<file path="src/sv/hkrt_pkg.sv">
// Package for the Hall-sensor key with calibration and rapid trigger.
// Holds default parameters, field widths, register indexes and the
// command/status structs shared by the controller and the datapath.
package hkrt_pkg;

  localparam int unsigned ADC_BITS_DEF      = 10;
  localparam int unsigned TRAVEL_LEVELS_DEF = 40;
  localparam int unsigned HIST_DEPTH        = 3;

  localparam int unsigned LVL_W      = 6;
  localparam int unsigned CFG_IDX_W  = 2;
  localparam int unsigned CFG_DATA_W = 6;

  // Configuration register indexes.
  localparam logic [CFG_IDX_W-1:0] REG_RT_ENABLE  = 2'd0;
  localparam logic [CFG_IDX_W-1:0] REG_ACT_LEVEL  = 2'd1;
  localparam logic [CFG_IDX_W-1:0] REG_REL_LEVELS = 2'd2;

  localparam logic [LVL_W-1:0] ACT_LEVEL_RST  = 6'd20;
  localparam logic [LVL_W-1:0] REL_LEVELS_RST = 6'd10;

  // Commands from the controller to the datapath, one step each.
  typedef struct packed {
    logic load;   // take the input item, shift the sample history
    logic mul;    // sum the history and multiply by the reciprocal of three
    logic corr;   // correct the quotient estimate into the average
    logic prep;   // form the scaled numerator and start the divider
    logic step;   // one restoring division step
    logic fin;    // update key state and load the result
  } hkrt_cmd_t;

  typedef struct packed {
    logic div_last;
  } hkrt_status_t;

endpackage

</file>
<file path="src/sv/hkrt_in_if.sv">
// Input channel of the Hall-sensor key: one raw sample and a calibration flag.
// Depends on hkrt_pkg for the default sample width.
interface hkrt_in_if import hkrt_pkg::*; #(
  parameter int unsigned ADC_BITS = ADC_BITS_DEF
) ();
  logic                valid;
  logic                ready;
  logic [ADC_BITS-1:0] adc_sample;
  logic                calib_press;

  modport source (output valid, output adc_sample, output calib_press, input ready);
  modport sink (input valid, input adc_sample, input calib_press, output ready);
endinterface

</file>
<file path="src/sv/hkrt_out_if.sv">
// Result channel of the Hall-sensor key: actuation, level and calibration state.
// Depends on hkrt_pkg for the default sample width and the level width.
interface hkrt_out_if import hkrt_pkg::*; #(
  parameter int unsigned ADC_BITS = ADC_BITS_DEF
) ();
  logic                valid;
  logic                ready;
  logic                actuated;
  logic [LVL_W-1:0]    key_level;
  logic                calibrating;
  logic [ADC_BITS-1:0] cal_min;
  logic [ADC_BITS-1:0] cal_max;

  modport source (output valid, output actuated, output key_level, output calibrating,
                  output cal_min, output cal_max, input ready);
  modport sink (input valid, input actuated, input key_level, input calibrating,
                input cal_min, input cal_max, output ready);
endinterface

</file>
<file path="src/sv/hkrt_ctrl.sv">
// Controller of the Hall-sensor key: sequences the averaging, the divider
// and the state update, and owns both handshakes. Depends on hkrt_pkg.
module hkrt_ctrl import hkrt_pkg::*; (
  input  logic         clk_i,
  input  logic         rst_ni,
  input  logic         in_valid_i,
  output logic         in_ready_o,
  output logic         out_valid_o,
  input  logic         out_ready_i,
  input  hkrt_status_t status_i,
  output hkrt_cmd_t    cmd_o
);

  localparam logic [2:0] StIdle = 3'd0;
  localparam logic [2:0] StMul  = 3'd1;
  localparam logic [2:0] StCorr = 3'd2;
  localparam logic [2:0] StPrep = 3'd3;
  localparam logic [2:0] StDiv  = 3'd4;
  localparam logic [2:0] StFin  = 3'd5;

  logic [2:0] state_q, state_d;
  logic       out_valid_q, out_valid_d;
  logic       fin;

  // The result register frees up in the same cycle its transfer completes.
  assign fin = (state_q == StFin) && (!out_valid_q || out_ready_i);

  always_comb begin
    state_d = state_q;
    unique case (state_q)
      StIdle: if (in_valid_i) state_d = StMul;
      StMul:  state_d = StCorr;
      StCorr: state_d = StPrep;
      StPrep: state_d = StDiv;
      StDiv:  if (status_i.div_last) state_d = StFin;
      StFin:  if (fin) state_d = StIdle;
      default: state_d = StIdle;
    endcase
  end

  always_comb begin
    if (fin) begin
      out_valid_d = 1'b1;
    end else if (out_ready_i) begin
      out_valid_d = 1'b0;
    end else begin
      out_valid_d = out_valid_q;
    end
  end

  always_ff @(posedge clk_i or negedge rst_ni) begin
    if (!rst_ni) begin
      state_q     <= StIdle;
      out_valid_q <= 1'b0;
    end else begin
      state_q     <= state_d;
      out_valid_q <= out_valid_d;
    end
  end

  assign in_ready_o  = (state_q == StIdle);
  assign out_valid_o = out_valid_q;

  assign cmd_o.load = (state_q == StIdle) && in_valid_i;
  assign cmd_o.mul  = (state_q == StMul);
  assign cmd_o.corr = (state_q == StCorr);
  assign cmd_o.prep = (state_q == StPrep);
  assign cmd_o.step = (state_q == StDiv);
  assign cmd_o.fin  = fin;

endmodule

</file>
<file path="src/sv/hkrt_dp.sv">
// Datapath of the Hall-sensor key: sample history, average by reciprocal
// multiply, restoring divider, calibration and actuation state, and the
// configuration registers. Depends on hkrt_pkg.
module hkrt_dp import hkrt_pkg::*; #(
  parameter int unsigned ADC_BITS      = ADC_BITS_DEF,
  parameter int unsigned TRAVEL_LEVELS = TRAVEL_LEVELS_DEF
) (
  input  logic                  clk_i,
  input  logic                  rst_ni,
  input  logic                  cfg_we_i,
  input  logic [CFG_IDX_W-1:0]  cfg_idx_i,
  input  logic [CFG_DATA_W-1:0] cfg_data_i,
  input  hkrt_cmd_t             cmd_i,
  output hkrt_status_t          status_o,
  input  logic [ADC_BITS-1:0]   sample_i,
  input  logic                  press_i,
  output logic                  actuated_o,
  output logic [LVL_W-1:0]      key_level_o,
  output logic                  calibrating_o,
  output logic [ADC_BITS-1:0]   cal_min_o,
  output logic [ADC_BITS-1:0]   cal_max_o
);

  localparam int unsigned SUM_W  = ADC_BITS + 2;
  localparam int unsigned RCP_SH = SUM_W + 1;
  localparam int unsigned PROD_W = SUM_W + RCP_SH;
  localparam int unsigned NUM_W  = ADC_BITS + LVL_W;
  localparam int unsigned CNT_W  = $clog2(NUM_W);
  localparam logic [RCP_SH-1:0]   RCP     = RCP_SH'((64'd1 << RCP_SH) / 3);
  localparam logic [ADC_BITS-1:0] ADC_MAX = {ADC_BITS{1'b1}};
  localparam logic [LVL_W-1:0]    LEVELS  = LVL_W'(TRAVEL_LEVELS);
  localparam logic [NUM_W-1:0]    LEVELS_N = NUM_W'(TRAVEL_LEVELS);

  // Configuration registers.
  logic             rt_en_q;
  logic [LVL_W-1:0] act_lvl_q;
  logic [LVL_W-1:0] rel_lvl_q;

  // Key state.
  logic [ADC_BITS-1:0] hist_q [HIST_DEPTH];
  logic [ADC_BITS-1:0] min_q, max_q, range_q;
  logic                calib_q;
  logic [LVL_W-1:0]    peak_q;
  logic                act_q;

  // Per-item working registers.
  logic                press_q;
  logic [SUM_W-1:0]    sum_q;
  logic [PROD_W-1:0]   prod_q;
  logic [ADC_BITS-1:0] avg_q;
  logic                below_q;
  logic [ADC_BITS-1:0] rem_q;
  logic [NUM_W-1:0]    quo_q;
  logic [CNT_W-1:0]    cnt_q;
  logic [LVL_W-1:0]    level_q;

  logic [SUM_W-1:0]    sum;
  logic [ADC_BITS-1:0] q0;
  logic [SUM_W-1:0]    rem3;
  logic [ADC_BITS-1:0] avg;
  logic [NUM_W-1:0]    num;
  logic [ADC_BITS:0]   trial;
  logic                ge;
  logic [ADC_BITS:0]   trial_sub;
  logic [LVL_W-1:0]    level;
  logic [ADC_BITS-1:0] sample;

  logic                calib_n;
  logic [ADC_BITS-1:0] min_n, max_n, range_n;
  logic [LVL_W-1:0]    peak_n;
  logic                act_n;

  assign sum = SUM_W'(hist_q[0]) + SUM_W'(hist_q[1]) + SUM_W'(hist_q[2]);

  // The reciprocal estimate is at most one below the true quotient, so a
  // remainder of three or more means one more.
  assign q0   = prod_q[RCP_SH +: ADC_BITS];
  assign rem3 = sum_q - SUM_W'({q0, 1'b0}) - SUM_W'(q0);
  assign avg  = (rem3 >= SUM_W'(3)) ? q0 + ADC_BITS'(1) : q0;

  assign num = NUM_W'(avg_q - min_q) * LEVELS_N;

  // A zero range makes every step subtract, so the quotient saturates and
  // clamps to the top level, as it should when the average is not below min.
  assign trial     = {rem_q, quo_q[NUM_W-1]};
  assign ge        = trial >= {1'b0, range_q};
  assign trial_sub = trial - {1'b0, range_q};

  always_comb begin
    if (below_q) begin
      level = '0;
    end else if (quo_q > LEVELS_N) begin
      level = LEVELS;
    end else begin
      level = quo_q[LVL_W-1:0];
    end
  end

  assign status_o.div_last = (cnt_q == CNT_W'(NUM_W - 1));

  assign sample = hist_q[HIST_DEPTH-1];

  always_comb begin
    calib_n = calib_q;
    min_n   = min_q;
    max_n   = max_q;
    range_n = range_q;
    peak_n  = peak_q;
    act_n   = act_q;
    if (press_q) begin
      if (!calib_q) begin
        calib_n = 1'b1;
        max_n   = '0;
        min_n   = sample;
      end else begin
        calib_n = 1'b0;
        range_n = (max_q >= min_q) ? max_q - min_q : '0;
      end
    end
    if (!calib_n) begin
      if (rt_en_q) begin
        if ((level == '0) ||
            ({1'b0, level} + {1'b0, rel_lvl_q} < {1'b0, peak_n})) begin
          peak_n = level;
          act_n  = 1'b0;
        end
        if (level > peak_n) begin
          peak_n = level;
          act_n  = 1'b1;
        end
      end else begin
        act_n = (level >= act_lvl_q);
      end
    end else begin
      if (sample > max_n) max_n = sample;
      if (sample < min_n) min_n = sample;
    end
  end

  always_ff @(posedge clk_i or negedge rst_ni) begin
    if (!rst_ni) begin
      rt_en_q   <= 1'b0;
      act_lvl_q <= ACT_LEVEL_RST;
      rel_lvl_q <= REL_LEVELS_RST;
    end else if (cfg_we_i) begin
      unique case (cfg_idx_i)
        REG_RT_ENABLE:  rt_en_q   <= cfg_data_i[0];
        REG_ACT_LEVEL:  act_lvl_q <= cfg_data_i[LVL_W-1:0];
        REG_REL_LEVELS: rel_lvl_q <= cfg_data_i[LVL_W-1:0];
        default: ;
      endcase
    end
  end

  always_ff @(posedge clk_i or negedge rst_ni) begin
    if (!rst_ni) begin
      for (int i = 0; i < HIST_DEPTH; i++) begin
        hist_q[i] <= '0;
      end
      min_q   <= '0;
      max_q   <= '0;
      range_q <= ADC_MAX;
      calib_q <= 1'b0;
      peak_q  <= '0;
      act_q   <= 1'b0;
    end else begin
      if (cmd_i.load) begin
        for (int i = 0; i < HIST_DEPTH - 1; i++) begin
          hist_q[i] <= hist_q[i+1];
        end
        hist_q[HIST_DEPTH-1] <= sample_i;
      end
      if (cmd_i.fin) begin
        min_q   <= min_n;
        max_q   <= max_n;
        range_q <= range_n;
        calib_q <= calib_n;
        peak_q  <= peak_n;
        act_q   <= act_n;
      end
    end
  end

  always_ff @(posedge clk_i) begin
    if (cmd_i.load) begin
      press_q <= press_i;
    end
    if (cmd_i.mul) begin
      sum_q  <= sum;
      prod_q <= PROD_W'(sum) * PROD_W'(RCP);
    end
    if (cmd_i.corr) begin
      avg_q <= avg;
    end
    if (cmd_i.prep) begin
      below_q <= (avg_q < min_q);
      rem_q   <= '0;
      quo_q   <= num;
      cnt_q   <= '0;
    end
    if (cmd_i.step) begin
      rem_q <= ge ? trial_sub[ADC_BITS-1:0] : trial[ADC_BITS-1:0];
      quo_q <= {quo_q[NUM_W-2:0], ge};
      cnt_q <= cnt_q + CNT_W'(1);
    end
    if (cmd_i.fin) begin
      level_q <= level;
    end
  end

  assign actuated_o    = act_q;
  assign key_level_o   = level_q;
  assign calibrating_o = calib_q;
  assign cal_min_o     = min_q;
  assign cal_max_o     = max_q;

endmodule

</file>
<file path="src/sv/hall_key_rapid_trigger.sv">
// Hall-sensor analog key with calibration and rapid trigger, top level.
// Depends on hkrt_pkg, hkrt_in_if, hkrt_out_if, hkrt_ctrl and hkrt_dp.
//
// Usage:
//   The input channel carries one raw ADC sample and a calibration-press flag
//   per transfer. Each input transfer produces exactly one result transfer on
//   the output channel: actuation state, travel level of the three-sample
//   average, calibration mode and the calibration minimum and maximum.
//   Configuration (rapid trigger enable, actuation level, release distance)
//   is written through cfg_we_i / cfg_idx_i / cfg_data_i while no item is in
//   flight; index 3 is ignored.
// Sequence:
//   One item is worked at a time. After an input transfer the block does
//   the reciprocal multiply, the correction, the numerator, the steps of the
//   bit-serial divider and the state update, in that order, and takes a new
//   item only once the previous result is loaded into the output register.
// Reset and stall:
//   Reset clears history, calibration (range to full scale) and actuation.
//   A result waits in its output register while the receiver stalls; the
//   next item is still accepted and is held at its final step until the
//   register frees up.
module hall_key_rapid_trigger import hkrt_pkg::*; #(
  parameter int unsigned ADC_BITS      = ADC_BITS_DEF,
  parameter int unsigned TRAVEL_LEVELS = TRAVEL_LEVELS_DEF
) (
  input  logic                  clk_i,
  input  logic                  rst_ni,
  input  logic                  cfg_we_i,
  input  logic [CFG_IDX_W-1:0]  cfg_idx_i,
  input  logic [CFG_DATA_W-1:0] cfg_data_i,
  hkrt_in_if.sink               in_if,
  hkrt_out_if.source            out_if
);

  hkrt_cmd_t    cmd;
  hkrt_status_t status;

  hkrt_ctrl u_ctrl (
    .clk_i      (clk_i),
    .rst_ni     (rst_ni),
    .in_valid_i (in_if.valid),
    .in_ready_o (in_if.ready),
    .out_valid_o(out_if.valid),
    .out_ready_i(out_if.ready),
    .status_i   (status),
    .cmd_o      (cmd)
  );

  hkrt_dp #(
    .ADC_BITS     (ADC_BITS),
    .TRAVEL_LEVELS(TRAVEL_LEVELS)
  ) u_dp (
    .clk_i        (clk_i),
    .rst_ni       (rst_ni),
    .cfg_we_i     (cfg_we_i),
    .cfg_idx_i    (cfg_idx_i),
    .cfg_data_i   (cfg_data_i),
    .cmd_i        (cmd),
    .status_o     (status),
    .sample_i     (in_if.adc_sample),
    .press_i      (in_if.calib_press),
    .actuated_o   (out_if.actuated),
    .key_level_o  (out_if.key_level),
    .calibrating_o(out_if.calibrating),
    .cal_min_o    (out_if.cal_min),
    .cal_max_o    (out_if.cal_max)
  );

endmodule

</file>
<file path="src/flat_wrapper.sv">
// flat-port wrapper written by rule: the top's interface ports become plain ports
module hall_key_rapid_trigger_flat import hkrt_pkg::*;
#(
  parameter int unsigned ADC_BITS      = ADC_BITS_DEF,
  parameter int unsigned TRAVEL_LEVELS = TRAVEL_LEVELS_DEF
)
  (clk_i, rst_ni, cfg_we_i, cfg_idx_i, cfg_data_i, in_if_valid, in_if_adc_sample, in_if_calib_press, in_if_ready, out_if_valid, out_if_actuated, out_if_key_level, out_if_calibrating, out_if_cal_min, out_if_cal_max, out_if_ready);
  hkrt_in_if #(.ADC_BITS(ADC_BITS)) in_if_i ();
  hkrt_out_if #(.ADC_BITS(ADC_BITS)) out_if_i ();
  input  logic clk_i;
  input  logic rst_ni;
  input  logic cfg_we_i;
  input  logic [CFG_IDX_W-1:0] cfg_idx_i;
  input  logic [CFG_DATA_W-1:0] cfg_data_i;
  input wire logic [$bits(in_if_i.valid)-1:0] in_if_valid;
  input wire logic [$bits(in_if_i.adc_sample)-1:0] in_if_adc_sample;
  input wire logic [$bits(in_if_i.calib_press)-1:0] in_if_calib_press;
  output wire logic [$bits(in_if_i.ready)-1:0] in_if_ready;
  output wire logic [$bits(out_if_i.valid)-1:0] out_if_valid;
  output wire logic [$bits(out_if_i.actuated)-1:0] out_if_actuated;
  output wire logic [$bits(out_if_i.key_level)-1:0] out_if_key_level;
  output wire logic [$bits(out_if_i.calibrating)-1:0] out_if_calibrating;
  output wire logic [$bits(out_if_i.cal_min)-1:0] out_if_cal_min;
  output wire logic [$bits(out_if_i.cal_max)-1:0] out_if_cal_max;
  input wire logic [$bits(out_if_i.ready)-1:0] out_if_ready;
  assign in_if_i.valid = in_if_valid;
  assign in_if_i.adc_sample = in_if_adc_sample;
  assign in_if_i.calib_press = in_if_calib_press;
  assign in_if_ready = in_if_i.ready;
  assign out_if_valid = out_if_i.valid;
  assign out_if_actuated = out_if_i.actuated;
  assign out_if_key_level = out_if_i.key_level;
  assign out_if_calibrating = out_if_i.calibrating;
  assign out_if_cal_min = out_if_i.cal_min;
  assign out_if_cal_max = out_if_i.cal_max;
  assign out_if_i.ready = out_if_ready;
  hall_key_rapid_trigger #(.ADC_BITS(ADC_BITS), .TRAVEL_LEVELS(TRAVEL_LEVELS)) u_core (.clk_i(clk_i), .rst_ni(rst_ni), .cfg_we_i(cfg_we_i), .cfg_idx_i(cfg_idx_i), .cfg_data_i(cfg_data_i), .in_if(in_if_i), .out_if(out_if_i));
endmodule
</file>
<file path="config.mk">
export PLATFORM = sky130hd
export DESIGN_NAME = hall_key_rapid_trigger_flat
export DESIGN_NICKNAME = d
export VERILOG_FILES = /design/src/sv/hkrt_pkg.sv /design/src/sv/hkrt_in_if.sv /design/src/sv/hkrt_out_if.sv /design/src/sv/hkrt_ctrl.sv /design/src/sv/hkrt_dp.sv /design/src/sv/hall_key_rapid_trigger.sv /design/src/flat_wrapper.sv
export SDC_FILE = /design/constraint.sdc
export NUM_CORES = 1
export LEC_CHECK = 0
export BUFFER_PORTS_ARGS = -buffer_cell sky130_fd_sc_hd__clkbuf_2
export CAP_MARGIN = 15
export CORE_MARGIN = 2
export CORE_UTILIZATION = 52
export CTS_BUF_LIST = sky130_fd_sc_hd__clkbuf_4 sky130_fd_sc_hd__clkbuf_8 sky130_fd_sc_hd__clkbuf_16
export DETAILED_ROUTE_END_ITERATION = 16
export GPL_ROUTABILITY_DRIVEN = 0
export PLACE_DENSITY_LB_ADDON = 0.15
export SLEW_MARGIN = 25
export SYNTH_ARGS = -nofsm -noshare
export SYNTH_HDL_FRONTEND = slang
export SYNTH_SLANG_ARGS = --single-unit
</file>
<file path="constraint.sdc">
create_clock -name clk_i -period 9.5 [get_ports clk_i]
set_clock_uncertainty 0.15 [all_clocks]
set_input_delay 0.475 -clock clk_i [delete_from_list [all_inputs] [get_ports clk_i]]
set_output_delay 0.475 -clock clk_i [all_outputs]
set_load 0.05 [all_outputs]
</file>
==> metrics.md <==
| Metric | Value |
|---|---|
| Status | complete, no violations |
| Layout cells sized above 1 | 12.66% |
| Worst Path Max Fanout | 7 |
| Async SR Flop Fraction | 54.84% |
| Synth Warn # | 0 |
| Hold depth | 1 |
| F_max | 0.1278 GHz |
| Diodes inserted | 0 |
| R2R depth | 29 |
| Worst Path Required | 9.52 ns |
| Final Critical Period | 7.827 ns |
| Clock transition at path regs | 0.07 ns |
| Die W | 162.4 um |
| Via/cell ratio | 5.600 |
| Site row count | 57 |
| Worst-Margin Slew | 0.9842 ns |
| Cell variety after synth | 73 |
| Die H | 162.4 um |
| Reg2reg start | u_core.u_dp.hist_q[10] |
| Syn Std Cell Area | 13040 um^2 |
| Vias in the first global route | 9611 |
| Num CTS Buffers | 17 |
| Post-synth top flop | dfrtp_1 |
| Synthesized area per cell | 10.10 um^2 |
| Total number of vias | 9425 |
| GRT overflow | 0 |
| Final count of hold timing violations | 0 |
| Critical path class | flip-flop to flip-flop |
| Biggest cell delay along the critical path | 0.56 ns |
| Commonest non-fill, non-tap cell in the layout | ha_1 |
| Max_cap viols | 0 |
| CTS root buf | clkbuf_16 |
| Syn nets | 1563 |
| H-Tree Depth | 4 |
| Setup crit start | u_core.u_dp.hist_q[10] |
| Final instance area | 14270 um^2 |
| Worst Hold Class | primary input to flip-flop |
| GRT Overall Usage | 22.58% |
| CTS-repair resized insts | 0 |
| Post-synth EDFFs | 70 |
| Core Region | 24460 um^2 |
| IO Port Bufs | 53 |
| Largest net degree at the start of global routing | 45 |
| Dominant cell type by area after synthesis | ha_1 |
| Slew HR | 34.25% |
| Iteration-0 DRC Markers | 456 |
| Post-Route WL | 28320 um |
| CTS Sinks | 155 |
| Top cells by area, synth | ha_1 (20%), edfxtp_1 (16%), dfrtp_1 (14%), fa_1 (6.6%), mux2_2 (4.2%) |
| Setup violations, final | 0 |
| Hpwl dp | 21900 um |
| Initial Util | 53.32% |
| Post-Syn Instances | 1291 |
| CP max-delay cell | a31oi_1 |
| Hold_sp | in_if_calib_press |
| Most frequent cells in the layout | ha_1 (205), inv_1 (132), nand2_1 (105) |
| CTS tree | done |
| Post-synth top area share | 19.66% |
| First-pass GRT wire length | 47420 um |
| Max clock buf depth | 2 |
| WL/cell | 16.83 um |
| Max-slew violations | 0 |
| Final ANT Viol Nets | 0 |
| Die area | 26370 um^2 |
| TNS Setup | 0 ns |
| I/O pin total | 54 |
| Seq/Total Area, Yosys | 32.56% |
| Initial antenna violation count | 0 |
| Layout Nets | 1618 |
| WP data arrival | 7.85 ns |
| RSZ-0062 raised after global routing | no |
| CP dominant cell by count | ha_1 |
| Setup crit end kind | flip-flop |
| Register bit total from synthesis | 155 |
| Cell area after placement | 13680 um^2 |
| Remaining DRCs | 0 |
| Crit path launch type | flip-flop |
| Tcrit/Tclk final | 82.39% |
| Area Overhead vs Synth | 9.381% |
| Worst-Skew Late Latency | 0.43 ns |
| Number of detailed-route iterations in the first pass | 5 |
==> path summary, 6_finish.rpt <==
path | endpoint | slack, ns
max in group asynchronous | u_core.u_dp.rel_lvl_q[4] | 7.74
hold reg to reg | u_core.u_dp.range_q[2] | 0.32
hold / removal | u_core.u_dp.press_q | 0.07
setup / recovery | u_core.u_dp.prod_q[18] | 1.67
setup reg to reg | u_core.u_dp.prod_q[18] | 1.67
min in group asynchronous | u_core.u_dp.cal_max_o[7] | 0.45
==> layout make-up <==
cell class / count / area [um^2]
inverters: 132 / 495.5
flip-flops and latches: 155 / 4247
well taps: 324 / 405.4
clock inverters: 14 / 137.6
multi-input cells: 978 / 8212
repair buffers: 62 / 337.8
clock buffers: 18 / 432.9
fillers: 2161 / 10190
==> flip-flops by register name (all words and copies together) (netlist names), 10 cells and up <==
name / flops
u_core.u_dp.prod_q: 10
u_core.u_dp.avg_q: 10
u_core.u_dp.cal_max_o: 10
u_core.u_dp.quo_q: 16
u_core.u_dp.sample: 10
u_core.u_dp.sum_q: 12
u_core.u_dp.hist_q: 20
u_core.u_dp.range_q: 10
u_core.u_dp.rem_q: 10
u_core.u_dp.cal_min_o: 10
==> cells by family after synthesis <==
| group | synth area share (%) |
|---|---|
| fa+ha+maj | 26.26 |
| flops | 32.56 |
| mux | 5.842 |
| xor+xnor | 4.902 |
| buf+inv | 4.614 |
| simple gates | 11.71 |
| compound gates | 14.11 |
==> cell usage after synthesis, types with 4 or more instances <==
library cell and count:
a21oi_1 66, edfxtp_1 70, a22o_1 10, and3_1 6
o21ai_0 50, dfrtp_1 71, o31ai_1 13, o21a_1 13
a21boi_0 4, nand4_1 7, nor3_1 15, dfstp_2 14
a211o_1 11, mux2i_1 21, xor2_1 24, nand2b_1 16
a31oi_1 4, a21o_1 44, nor2_1 69, nor2b_1 13
o22ai_1 5, or3_1 4, nand2_1 105, ha_1 205
o21bai_1 6, and2_1 19, nor3b_1 6, mux2_2 49
buf_2 4, fa_1 43, inv_1 132, nand3_1 34
xnor2_1 49, a211oi_1 10, nand3b_1 4, clkbuf_1 18
==> metal layers <==
metal	up-vias	global-route usage (%)	wire length (um)
li1	4711	-	-
met3	48	3.183	849
met2	162	37.91	13250
met5	-	0	0
met4	0	7.965	822
met1	4504	30.05	13400
==> worst max-delay path: cells and delay by family (launching register included) <==
family / cells / cell delay [ns]
fa+ha+maj: 9 / 3.40
compound gates: 12 / 2.72
simple gates: 3 / 0.65
flops: 1 / 0.39
buf+inv: 4 / 0.19
xor+xnor: 1 / 0.08
==> through the flow <==
| stage | setup WS [ns] | hold slack [ns] | std cells | util [%] |
|---|---|---|---|---|
| 6_report | 1.673 | 0.06532 | 1683 | 58.32 |
| 5_1_grt | 1.046 | 0.04579 | 1683 | 58.32 |
| 4_1_cts | 1.681 | 0.05166 | 1683 | 58.31 |
| 3_5_place_dp | 1.709 | 0.3115 | 1650 | 55.94 |
| 3_3_place_gp | 1.879 | 0.3112 | 1650 | 55.91 |
| 2_1_floorplan | 2.269 | 0.02941 | 1291 | - |
==> timing repair <==
item / CTS / global route
hold buffers: 1 / 0
setup buffers: 0 / 0
setup endpoints to repair: 0 / 0
endpoints found under the hold margin: 40 / 0
Power is left out: the tool's default activity adds up to more than one toggle a clock period on the data nets, which glitch-free logic cannot reach.
